### config.mk
export PLATFORM = sky130hd
export DESIGN_NAME = line_grid_dark_pixel_counter
export DESIGN_NICKNAME = d
export VERILOG_FILES = /design/src/rtl/core/lgd_pkg.sv /design/src/rtl/core/lgd_front.sv /design/src/rtl/core/lgd_back.sv /design/src/rtl/core/line_grid_dark_pixel_counter.sv
export SDC_FILE = /design/constraint.sdc
export NUM_CORES = 2
export LEC_CHECK = 0
export BUFFER_PORTS_ARGS = -buffer_cell sky130_fd_sc_hd__buf_2
export CAP_MARGIN = 20
export CORE_UTILIZATION = 60
export CTS_CLUSTER_DIAMETER = 100
export DETAILED_ROUTE_END_ITERATION = 16
export HOLD_SLACK_MARGIN = 0.12
export PLACE_DENSITY = 0.76
export SLEW_MARGIN = 20
export SYNTH_ARGS = -nofsm -noshare
export SYNTH_HDL_FRONTEND = slang
export SYNTH_SLANG_ARGS = --single-unit
### constraint.sdc
create_clock -name clk -period 18.5 [get_ports clk]
set_input_delay 1.85 -clock clk [delete_from_list [all_inputs] [get_ports clk]]
set_output_delay 1.85 -clock clk [all_outputs]
set_load 0.1 [all_outputs]
### src/rtl/core/lgd_pkg.sv
// Shared types, constants and register codes for the line grid dark pixel counter.
package lgd_pkg;

    localparam int COORD_BITS_DEF     = 12;
    localparam int TRIG_FRAC_BITS_DEF = 14;
    localparam int SPACING_FRAC_BITS  = 24;
    localparam int BAND_FRAC_BITS     = 16;
    localparam int COUNT_W            = 25;
    localparam int CFG_INDEX_W        = 3;
    localparam int CFG_DATA_W         = 27;
    localparam int QUEUE_DEPTH        = 4;

    localparam logic [7:0]         DARK_LIMIT = 8'd128;
    localparam logic [COUNT_W-1:0] COUNT_MAX  = 25'd16777216;

    localparam logic [CFG_INDEX_W-1:0] CFG_IMAGE_WIDTH     = 3'd0;
    localparam logic [CFG_INDEX_W-1:0] CFG_SIN_ANGLE       = 3'd1;
    localparam logic [CFG_INDEX_W-1:0] CFG_COS_ANGLE       = 3'd2;
    localparam logic [CFG_INDEX_W-1:0] CFG_LINE_OFFSET     = 3'd3;
    localparam logic [CFG_INDEX_W-1:0] CFG_INVERSE_SPACING = 3'd4;
    localparam logic [CFG_INDEX_W-1:0] CFG_BAND_HALF_WIDTH = 3'd5;

    typedef struct packed {
        logic [12:0]        image_width;
        logic signed [15:0] sin_angle;
        logic signed [15:0] cos_angle;
        logic [26:0]        line_offset;
        logic [24:0]        inverse_spacing;
        logic [15:0]        band_half_width;
    } cfg_t;

    localparam cfg_t CFG_RESET = '{
        image_width:     13'd4096,
        sin_angle:       16'sd0,
        cos_angle:       16'sd16384,
        line_offset:     27'd0,
        inverse_spacing: 25'd16777216,
        band_half_width: 16'd6554
    };

    typedef struct packed {
        logic [7:0] pixel_level;
        logic       last_pixel;
    } pixel_t;

    typedef struct packed {
        logic               on_line;
        logic [COUNT_W-1:0] dark_on_line_count;
        logic               frame_done;
    } result_t;

endpackage

### src/rtl/core/lgd_front.sv
// Front end: raster position tracking, dark classification and the pixel queue.
module lgd_front #(
    parameter int COORD_BITS = lgd_pkg::COORD_BITS_DEF
) (
    input  logic                  clk,
    input  logic                  rst_n,
    input  logic                  pixel_valid,
    output logic                  pixel_ready,
    input  lgd_pkg::pixel_t       pixel,
    input  logic [12:0]           image_width,
    output logic                  q_valid,
    input  logic                  q_pop,
    output logic [COORD_BITS-1:0] q_x,
    output logic [COORD_BITS-1:0] q_y,
    output logic                  q_dark,
    output logic                  q_last
);

    localparam int WW     = (COORD_BITS + 1 > 13) ? COORD_BITS + 1 : 13;
    localparam int SPAN   = 1 << COORD_BITS;
    localparam int DEPTH  = lgd_pkg::QUEUE_DEPTH;
    localparam int PTR_W  = $clog2(DEPTH);
    localparam int CNT_W  = PTR_W + 1;
    localparam int ENTRY_W = 2 * COORD_BITS + 2;

    logic [COORD_BITS-1:0] col_reg, col_next;
    logic [COORD_BITS-1:0] row_reg, row_next;
    logic [WW-1:0]         eff_width;
    logic [WW-1:0]         col_plus;
    logic                  push;

    logic [ENTRY_W-1:0]    mem_reg [DEPTH];
    logic [PTR_W-1:0]      wr_ptr_reg, rd_ptr_reg;
    logic [CNT_W-1:0]      count_reg, count_next;
    logic [ENTRY_W-1:0]    rd_entry;
    logic                  pop;

    assign pixel_ready = (count_reg != CNT_W'(DEPTH));
    assign push        = pixel_valid && pixel_ready;
    assign q_valid     = (count_reg != '0);
    assign pop         = q_pop && q_valid;

    always_comb
    begin
        if (image_width == 13'd0)
        begin
            eff_width = WW'(1);
        end
        else if (WW'(image_width) > WW'(SPAN))
        begin
            eff_width = WW'(SPAN);
        end
        else
        begin
            eff_width = WW'(image_width);
        end
        col_plus = WW'(col_reg) + WW'(1);

        col_next = col_reg;
        row_next = row_reg;
        if (push)
        begin
            if (pixel.last_pixel)
            begin
                col_next = '0;
                row_next = '0;
            end
            else if (col_plus >= eff_width)
            begin
                col_next = '0;
                row_next = row_reg + COORD_BITS'(1);
            end
            else
            begin
                col_next = col_plus[COORD_BITS-1:0];
            end
        end
    end

    always_ff @(posedge clk or negedge rst_n)
    begin
        if (!rst_n)
        begin
            col_reg <= '0;
            row_reg <= '0;
        end
        else
        begin
            col_reg <= col_next;
            row_reg <= row_next;
        end
    end

    always_ff @(posedge clk)
    begin
        if (push)
        begin
            mem_reg[wr_ptr_reg] <= {pixel.pixel_level < lgd_pkg::DARK_LIMIT,
                                    pixel.last_pixel, col_reg, row_reg};
        end
    end

    always_comb
    begin
        count_next = count_reg;
        if (push && !pop)
        begin
            count_next = count_reg + CNT_W'(1);
        end
        else if (pop && !push)
        begin
            count_next = count_reg - CNT_W'(1);
        end
    end

    always_ff @(posedge clk or negedge rst_n)
    begin
        if (!rst_n)
        begin
            wr_ptr_reg <= '0;
            rd_ptr_reg <= '0;
            count_reg  <= '0;
        end
        else
        begin
            if (push)
            begin
                wr_ptr_reg <= wr_ptr_reg + PTR_W'(1);
            end
            if (pop)
            begin
                rd_ptr_reg <= rd_ptr_reg + PTR_W'(1);
            end
            count_reg <= count_next;
        end
    end

    assign rd_entry = mem_reg[rd_ptr_reg];
    assign q_dark   = rd_entry[ENTRY_W-1];
    assign q_last   = rd_entry[ENTRY_W-2];
    assign q_x      = rd_entry[2*COORD_BITS-1:COORD_BITS];
    assign q_y      = rd_entry[COORD_BITS-1:0];

endmodule

### src/rtl/core/lgd_back.sv
// Back end: distance pipeline, band test, dark count and the result register.
module lgd_back #(
    parameter int COORD_BITS     = lgd_pkg::COORD_BITS_DEF,
    parameter int TRIG_FRAC_BITS = lgd_pkg::TRIG_FRAC_BITS_DEF
) (
    input  logic                  clk,
    input  logic                  rst_n,
    input  lgd_pkg::cfg_t         cfg,
    input  logic                  q_valid,
    output logic                  q_pop,
    input  logic [COORD_BITS-1:0] q_x,
    input  logic [COORD_BITS-1:0] q_y,
    input  logic                  q_dark,
    input  logic                  q_last,
    output logic                  result_valid,
    input  logic                  result_ready,
    output lgd_pkg::result_t      result
);

    localparam int FB      = TRIG_FRAC_BITS + lgd_pkg::SPACING_FRAC_BITS;
    localparam int PW      = COORD_BITS + 17;
    localparam int L       = FB / 2;
    localparam int H       = FB - L;
    localparam int STAGES  = 5;
    localparam int CW      = lgd_pkg::COUNT_W;
    localparam logic [FB-1:0] HALF = {1'b1, {(FB-1){1'b0}}};

    logic                  adv;
    logic [STAGES-1:0]     valid_reg;
    logic [STAGES-1:0]     dark_reg;
    logic [STAGES-1:0]     last_reg;

    logic signed [PW-1:0]  ycos_next, xsin_next;
    logic signed [PW-1:0]  ycos_reg, xsin_reg;
    logic [FB-1:0]         d_next, d_reg;
    logic [FB-1:0]         p1_next, p1_reg;
    logic [H-1:0]          p2_next, p2_reg;
    logic [FB-1:0]         pos_next, pos_reg;
    logic [FB-1:0]         dist_next, dist_reg;
    logic [FB-1:0]         band_scaled;
    logic                  on;
    logic                  inc;
    logic [CW-1:0]         count_reg, count_next, count_sum;

    logic                  res_valid_reg;
    lgd_pkg::result_t      res_reg;

    assign adv   = !res_valid_reg || result_ready;
    assign q_pop = adv && q_valid;

    assign ycos_next = $signed({1'b0, q_y}) * cfg.cos_angle;
    assign xsin_next = $signed({1'b0, q_x}) * cfg.sin_angle;
    assign d_next    = {{(FB-PW){ycos_reg[PW-1]}}, ycos_reg}
                     - {{(FB-PW){xsin_reg[PW-1]}}, xsin_reg}
                     - FB'(cfg.line_offset);
    assign p1_next   = FB'(d_reg[L-1:0]) * FB'(cfg.inverse_spacing);
    assign p2_next   = H'(d_reg[FB-1:L]) * H'(cfg.inverse_spacing[H-1:0]);
    assign pos_next  = p1_reg + {p2_reg, {L{1'b0}}};
    assign dist_next = (pos_reg <= HALF) ? pos_reg : (~pos_reg + FB'(1));

    assign band_scaled = {cfg.band_half_width, {(FB-lgd_pkg::BAND_FRAC_BITS){1'b0}}};
    assign on          = dist_reg < band_scaled;
    assign inc         = on && dark_reg[STAGES-1] && (count_reg < lgd_pkg::COUNT_MAX);
    assign count_sum   = count_reg + CW'(inc);
    assign count_next  = last_reg[STAGES-1] ? '0 : count_sum;

    always_ff @(posedge clk or negedge rst_n)
    begin
        if (!rst_n)
        begin
            valid_reg     <= '0;
            res_valid_reg <= 1'b0;
            count_reg     <= '0;
        end
        else if (adv)
        begin
            valid_reg     <= {valid_reg[STAGES-2:0], q_valid};
            res_valid_reg <= valid_reg[STAGES-1];
            if (valid_reg[STAGES-1])
            begin
                count_reg <= count_next;
            end
        end
    end

    always_ff @(posedge clk)
    begin
        if (adv)
        begin
            dark_reg <= {dark_reg[STAGES-2:0], q_dark};
            last_reg <= {last_reg[STAGES-2:0], q_last};
            ycos_reg <= ycos_next;
            xsin_reg <= xsin_next;
            d_reg    <= d_next;
            p1_reg   <= p1_next;
            p2_reg   <= p2_next;
            pos_reg  <= pos_next;
            dist_reg <= dist_next;
            res_reg.on_line            <= on;
            res_reg.dark_on_line_count <= count_sum;
            res_reg.frame_done         <= last_reg[STAGES-1];
        end
    end

    assign result_valid = res_valid_reg;
    assign result       = res_reg;

endmodule

### src/rtl/core/line_grid_dark_pixel_counter.sv
// Top level: configuration registers, front end and back end of the dark pixel counter.
// Path: an accepted pixel beat passes the queue, the back pipeline and the result register.
// Throughput: one pixel per cycle sustained; a stalled result freezes the back pipeline
// while the 4-entry queue keeps taking pixels until it fills.
// Reset: clears row and column position, dark count and queue; registers take defaults.
// No clearing pass after reset; the config port is always ready.
module line_grid_dark_pixel_counter #(
    parameter int COORD_BITS     = lgd_pkg::COORD_BITS_DEF,
    parameter int TRIG_FRAC_BITS = lgd_pkg::TRIG_FRAC_BITS_DEF
) (
    input  logic                             clk,
    input  logic                             rst_n,
    input  logic                             pixel_valid,
    output logic                             pixel_ready,
    input  lgd_pkg::pixel_t                  pixel,
    output logic                             result_valid,
    input  logic                             result_ready,
    output lgd_pkg::result_t                 result,
    input  logic                             cfg_valid,
    output logic                             cfg_ready,
    input  logic [lgd_pkg::CFG_INDEX_W-1:0]  cfg_index,
    input  logic [lgd_pkg::CFG_DATA_W-1:0]   cfg_data
);

    lgd_pkg::cfg_t         cfg_reg, cfg_next;
    logic                  q_valid;
    logic                  q_pop;
    logic [COORD_BITS-1:0] q_x;
    logic [COORD_BITS-1:0] q_y;
    logic                  q_dark;
    logic                  q_last;

    assign cfg_ready = 1'b1;

    always_comb
    begin
        cfg_next = cfg_reg;
        if (cfg_valid)
        begin
            case (cfg_index)
                lgd_pkg::CFG_IMAGE_WIDTH:     cfg_next.image_width     = cfg_data[12:0];
                lgd_pkg::CFG_SIN_ANGLE:       cfg_next.sin_angle       = cfg_data[15:0];
                lgd_pkg::CFG_COS_ANGLE:       cfg_next.cos_angle       = cfg_data[15:0];
                lgd_pkg::CFG_LINE_OFFSET:     cfg_next.line_offset     = cfg_data[26:0];
                lgd_pkg::CFG_INVERSE_SPACING: cfg_next.inverse_spacing = cfg_data[24:0];
                lgd_pkg::CFG_BAND_HALF_WIDTH: cfg_next.band_half_width = cfg_data[15:0];
                default:                      cfg_next = cfg_reg;
            endcase
        end
    end

    always_ff @(posedge clk or negedge rst_n)
    begin
        if (!rst_n)
        begin
            cfg_reg <= lgd_pkg::CFG_RESET;
        end
        else
        begin
            cfg_reg <= cfg_next;
        end
    end

    lgd_front #(
        .COORD_BITS (COORD_BITS)
    ) u_front (
        .clk         (clk),
        .rst_n       (rst_n),
        .pixel_valid (pixel_valid),
        .pixel_ready (pixel_ready),
        .pixel       (pixel),
        .image_width (cfg_reg.image_width),
        .q_valid     (q_valid),
        .q_pop       (q_pop),
        .q_x         (q_x),
        .q_y         (q_y),
        .q_dark      (q_dark),
        .q_last      (q_last)
    );

    lgd_back #(
        .COORD_BITS     (COORD_BITS),
        .TRIG_FRAC_BITS (TRIG_FRAC_BITS)
    ) u_back (
        .clk          (clk),
        .rst_n        (rst_n),
        .cfg          (cfg_reg),
        .q_valid      (q_valid),
        .q_pop        (q_pop),
        .q_x          (q_x),
        .q_y          (q_y),
        .q_dark       (q_dark),
        .q_last       (q_last),
        .result_valid (result_valid),
        .result_ready (result_ready),
        .result       (result)
    );

endmodule
==> out/qor.txt <==
Synth warnings -> 0
critical path endpoint -> u_back.p1_reg[34]$_DFFE_PN_
Worst Setup End Kind -> flop
area grow syn2layout -> 6.29%
pin slew with the least headroom to its limit -> 1210 ps
Mapped Nets -> 6902
Hold Path Stages -> 0
Max-slew headroom -> 19.5%
initial core utilization -> 60.9%
Synth area leaders -> fa_1 (30%), edfxtp_1 (18%), ha_1 (8.9%)
# nets final -> 6864
buffers inserted by post-CTS timing repair -> 0
Fmax achieved -> 0.119 GHz
largest net degree at the start of global routing -> 164
CP required -> 18910 ps
crit-path max FO -> 25
most instantiated cells after synthesis -> inv_1 (1165), fa_1 (860), nand2_1 (705), and2_1 (461), ha_1 (407)
pins over their slew limit -> 0
Synth cell types -> 72
CTS tree -> yes
Reg clk slew, reported paths -> 60 ps
vias in the first global route -> 40.4k
initial DRC count -> 2711
initial antenna violation count -> 12
first-pass GRT wire length -> 209000 µm
clk_lat worst skew -> 690 ps
Syn Inst Count -> 5591
CTS Buf Count -> 57
FF-to-FF End -> u_back.p1_reg[34]$_DFFE_PN_
Synth async-reset ratio -> 33.5%
Final setup viols -> 0
Detailed Routing Iterations Pass 1 -> 8
R2R depth -> 22
Final TNS setup -> 0 ps
Placed Area -> 58600 µm²
ANT nets after route -> 0
Critical Path AT -> 8830 ps
IO Pins -> 74
final instance area -> 60700 µm²
vias per cell -> 5.55
fraction of layout cells with a size suffix above 1 -> 7.02%
cell with the most instances after synthesis -> inv_1
area leader, netlist -> fa_1
Core Area -> 93700 µm²
crit path launch -> u_back.d_reg[2]$_DFFE_PN_
fin crit share -> 45.5%
min cycle time layout -> 8420 ps
root buffer cell -> clkbuf_16
GP Congestion -> 0.905
r2r startpoint -> u_back.d_reg[2]$_DFFE_PN_
routed vias -> 38.1k
top_reg_cell synth -> edfxtp_1
Die H -> 310 µm
total track usage -> 27.9%
max FFs per register -> 113
fin util -> 64.7%
Worst setup SP type -> flop
WS Path Type -> reg2reg
hold buffers post-CTS -> 0
R2R Setup Slk -> 10080 ps
clock sink total -> 523
number of synthesized flops with an enable pin -> 348
maxcap violations -> 0
cts repair resizes -> 0
HP Class -> reg2reg
average size of a mapped cell -> 10.2 µm²
wire per inst -> 18.6 µm
sequential area share after synthesis -> 26.0%
die area -> 96400 µm²
DP Wirelength -> 96700 µm
Hold Vio Cnt, Final -> 0
share of the synthesized area in the top cell type -> 30.2%
Worst Skew -> 32.6 ps
number of remaining DRC errors -> 0
DRT Wirelength -> 128000 µm
FP Rows -> 112
status -> finished, final reports clean
PortBufs -> 65
total gr overflow -> 0
Mapped Area -> 57100 µm²
H-tree depth -> 2
RSZ-0062 raised after global routing -> false
post-synthesis register bit count -> 523
Die X-Extent -> 310 µm
CTS max path bufs -> 3
-- cells in the final DEF (no fill, tap or decap), types with 14 or more instances in the layout --
cell type / synthesis / layout
mux2_2: 117 / 117
nor2_1: 135 / 135
nor3_1: 40 / 39
buf_2: 0 / 64
clkbuf_16: 0 / 57
nor4_1: 14 / 14
nand2b_1: 42 / 41
and2_1: 461 / 461
buf_4: 1 / 47
a21oi_1: 130 / 130
ha_1: 407 / 407
xor2_1: 69 / 69
dfrtp_1: 165 / 164
xnor2_1: 185 / 185
mux4_2: 26 / 26
fa_1: 860 / 860
o21ai_0: 113 / 113
o21bai_1: 23 / 23
a21o_1: 51 / 51
o31ai_1: 16 / 16
o21a_1: 26 / 26
and3_1: 28 / 28
nand2_1: 705 / 705
a211oi_1: 17 / 17
nand3_1: 46 / 46
edfxtp_1: 348 / 348
nor2b_1: 21 / 21
inv_1: 1165 / 1165
-- through the flow --
stage,std cells,setup slack (ps),hold slack (ps)
final,6869,10080,419
after global routing,6859,9890,422
after CTS,6855,10170,412
after detailed placement,6747,10240,405
after global placement,6747,10390,401
after floorplan,5591,7840,400
-- cells by family (layout without fill, tap and decap cells) --
family | count (synthesis) | in the layout | share of synthesized area (%)
buf+inv | 1377 | 1388 | 9.06
mux | 145 | 145 | 3.37
flops | 523 | 523 | 26.0
fa+ha+maj | 1267 | 1267 | 39.1
other cells | 1 | 14 | 0.00657
simple gates | 1551 | 1551 | 13.2
compound gates | 473 | 473 | 5.35
xor+xnor | 254 | 254 | 3.90
-- final cells by class --
class	count	area (µm²)
clock buffers	63	1460
multi-input cells	3691	37100
clock inverters	45	571
flip-flops and latches	523	14800
inverters	1166	4380
well taps	1254	1570
fillers	7283	33100
repair buffers	114	734
diodes	13	32.5
-- per-layer routing --
metal  vias to the layer above  share of wire, %  track usage (%)
li1                      17300                 -                -
met1                     19300                39             35.2
met2                      1212                50             48.0
met3                       289               6.7             4.41
met4                         6               4.4             11.2
met5                         -             0.033                0
-- critical path: stages, from the launching register on --
cell	delay, ps
edfxtp_1	1030
and2_1	260
fa_1	470
fa_1	520
inv_1	50
fa_1	470
inv_1	50
fa_1	500
fa_1	540
inv_1	50
fa_1	470
inv_1	40
ha_1	350
a211oi_1	290
nor3_1	100
nor4_1	350
a211oi_1	240
o31a_1	340
a21o_1	200
a2111oi_0	940
a211o_1	310
a31oi_1	110
xor2_1	430
-- worst min path at each step --
stage                                             from                      endpoint  slack (ps)
after floorplan           u_back.dark_reg[0]$_DFFE_PN_  u_back.dark_reg[1]$_DFFE_PN_         400
after global placement      u_back.p1_reg[0]$_DFFE_PN_   u_back.pos_reg[0]$_DFFE_PN_         400
after detailed placement  u_back.dark_reg[3]$_DFFE_PN_  u_back.dark_reg[4]$_DFFE_PN_         400
after CTS                   u_back.p1_reg[9]$_DFFE_PN_   u_back.pos_reg[9]$_DFFE_PN_         410
after global routing        u_back.p1_reg[3]$_DFFE_PN_   u_back.pos_reg[3]$_DFFE_PN_         420
final                     u_back.dark_reg[3]$_DFFE_PN_  u_back.dark_reg[4]$_DFFE_PN_         420
Power is left out: the tool's default activity adds up to more than one toggle a clock period on the data nets, which glitch-free logic cannot reach.
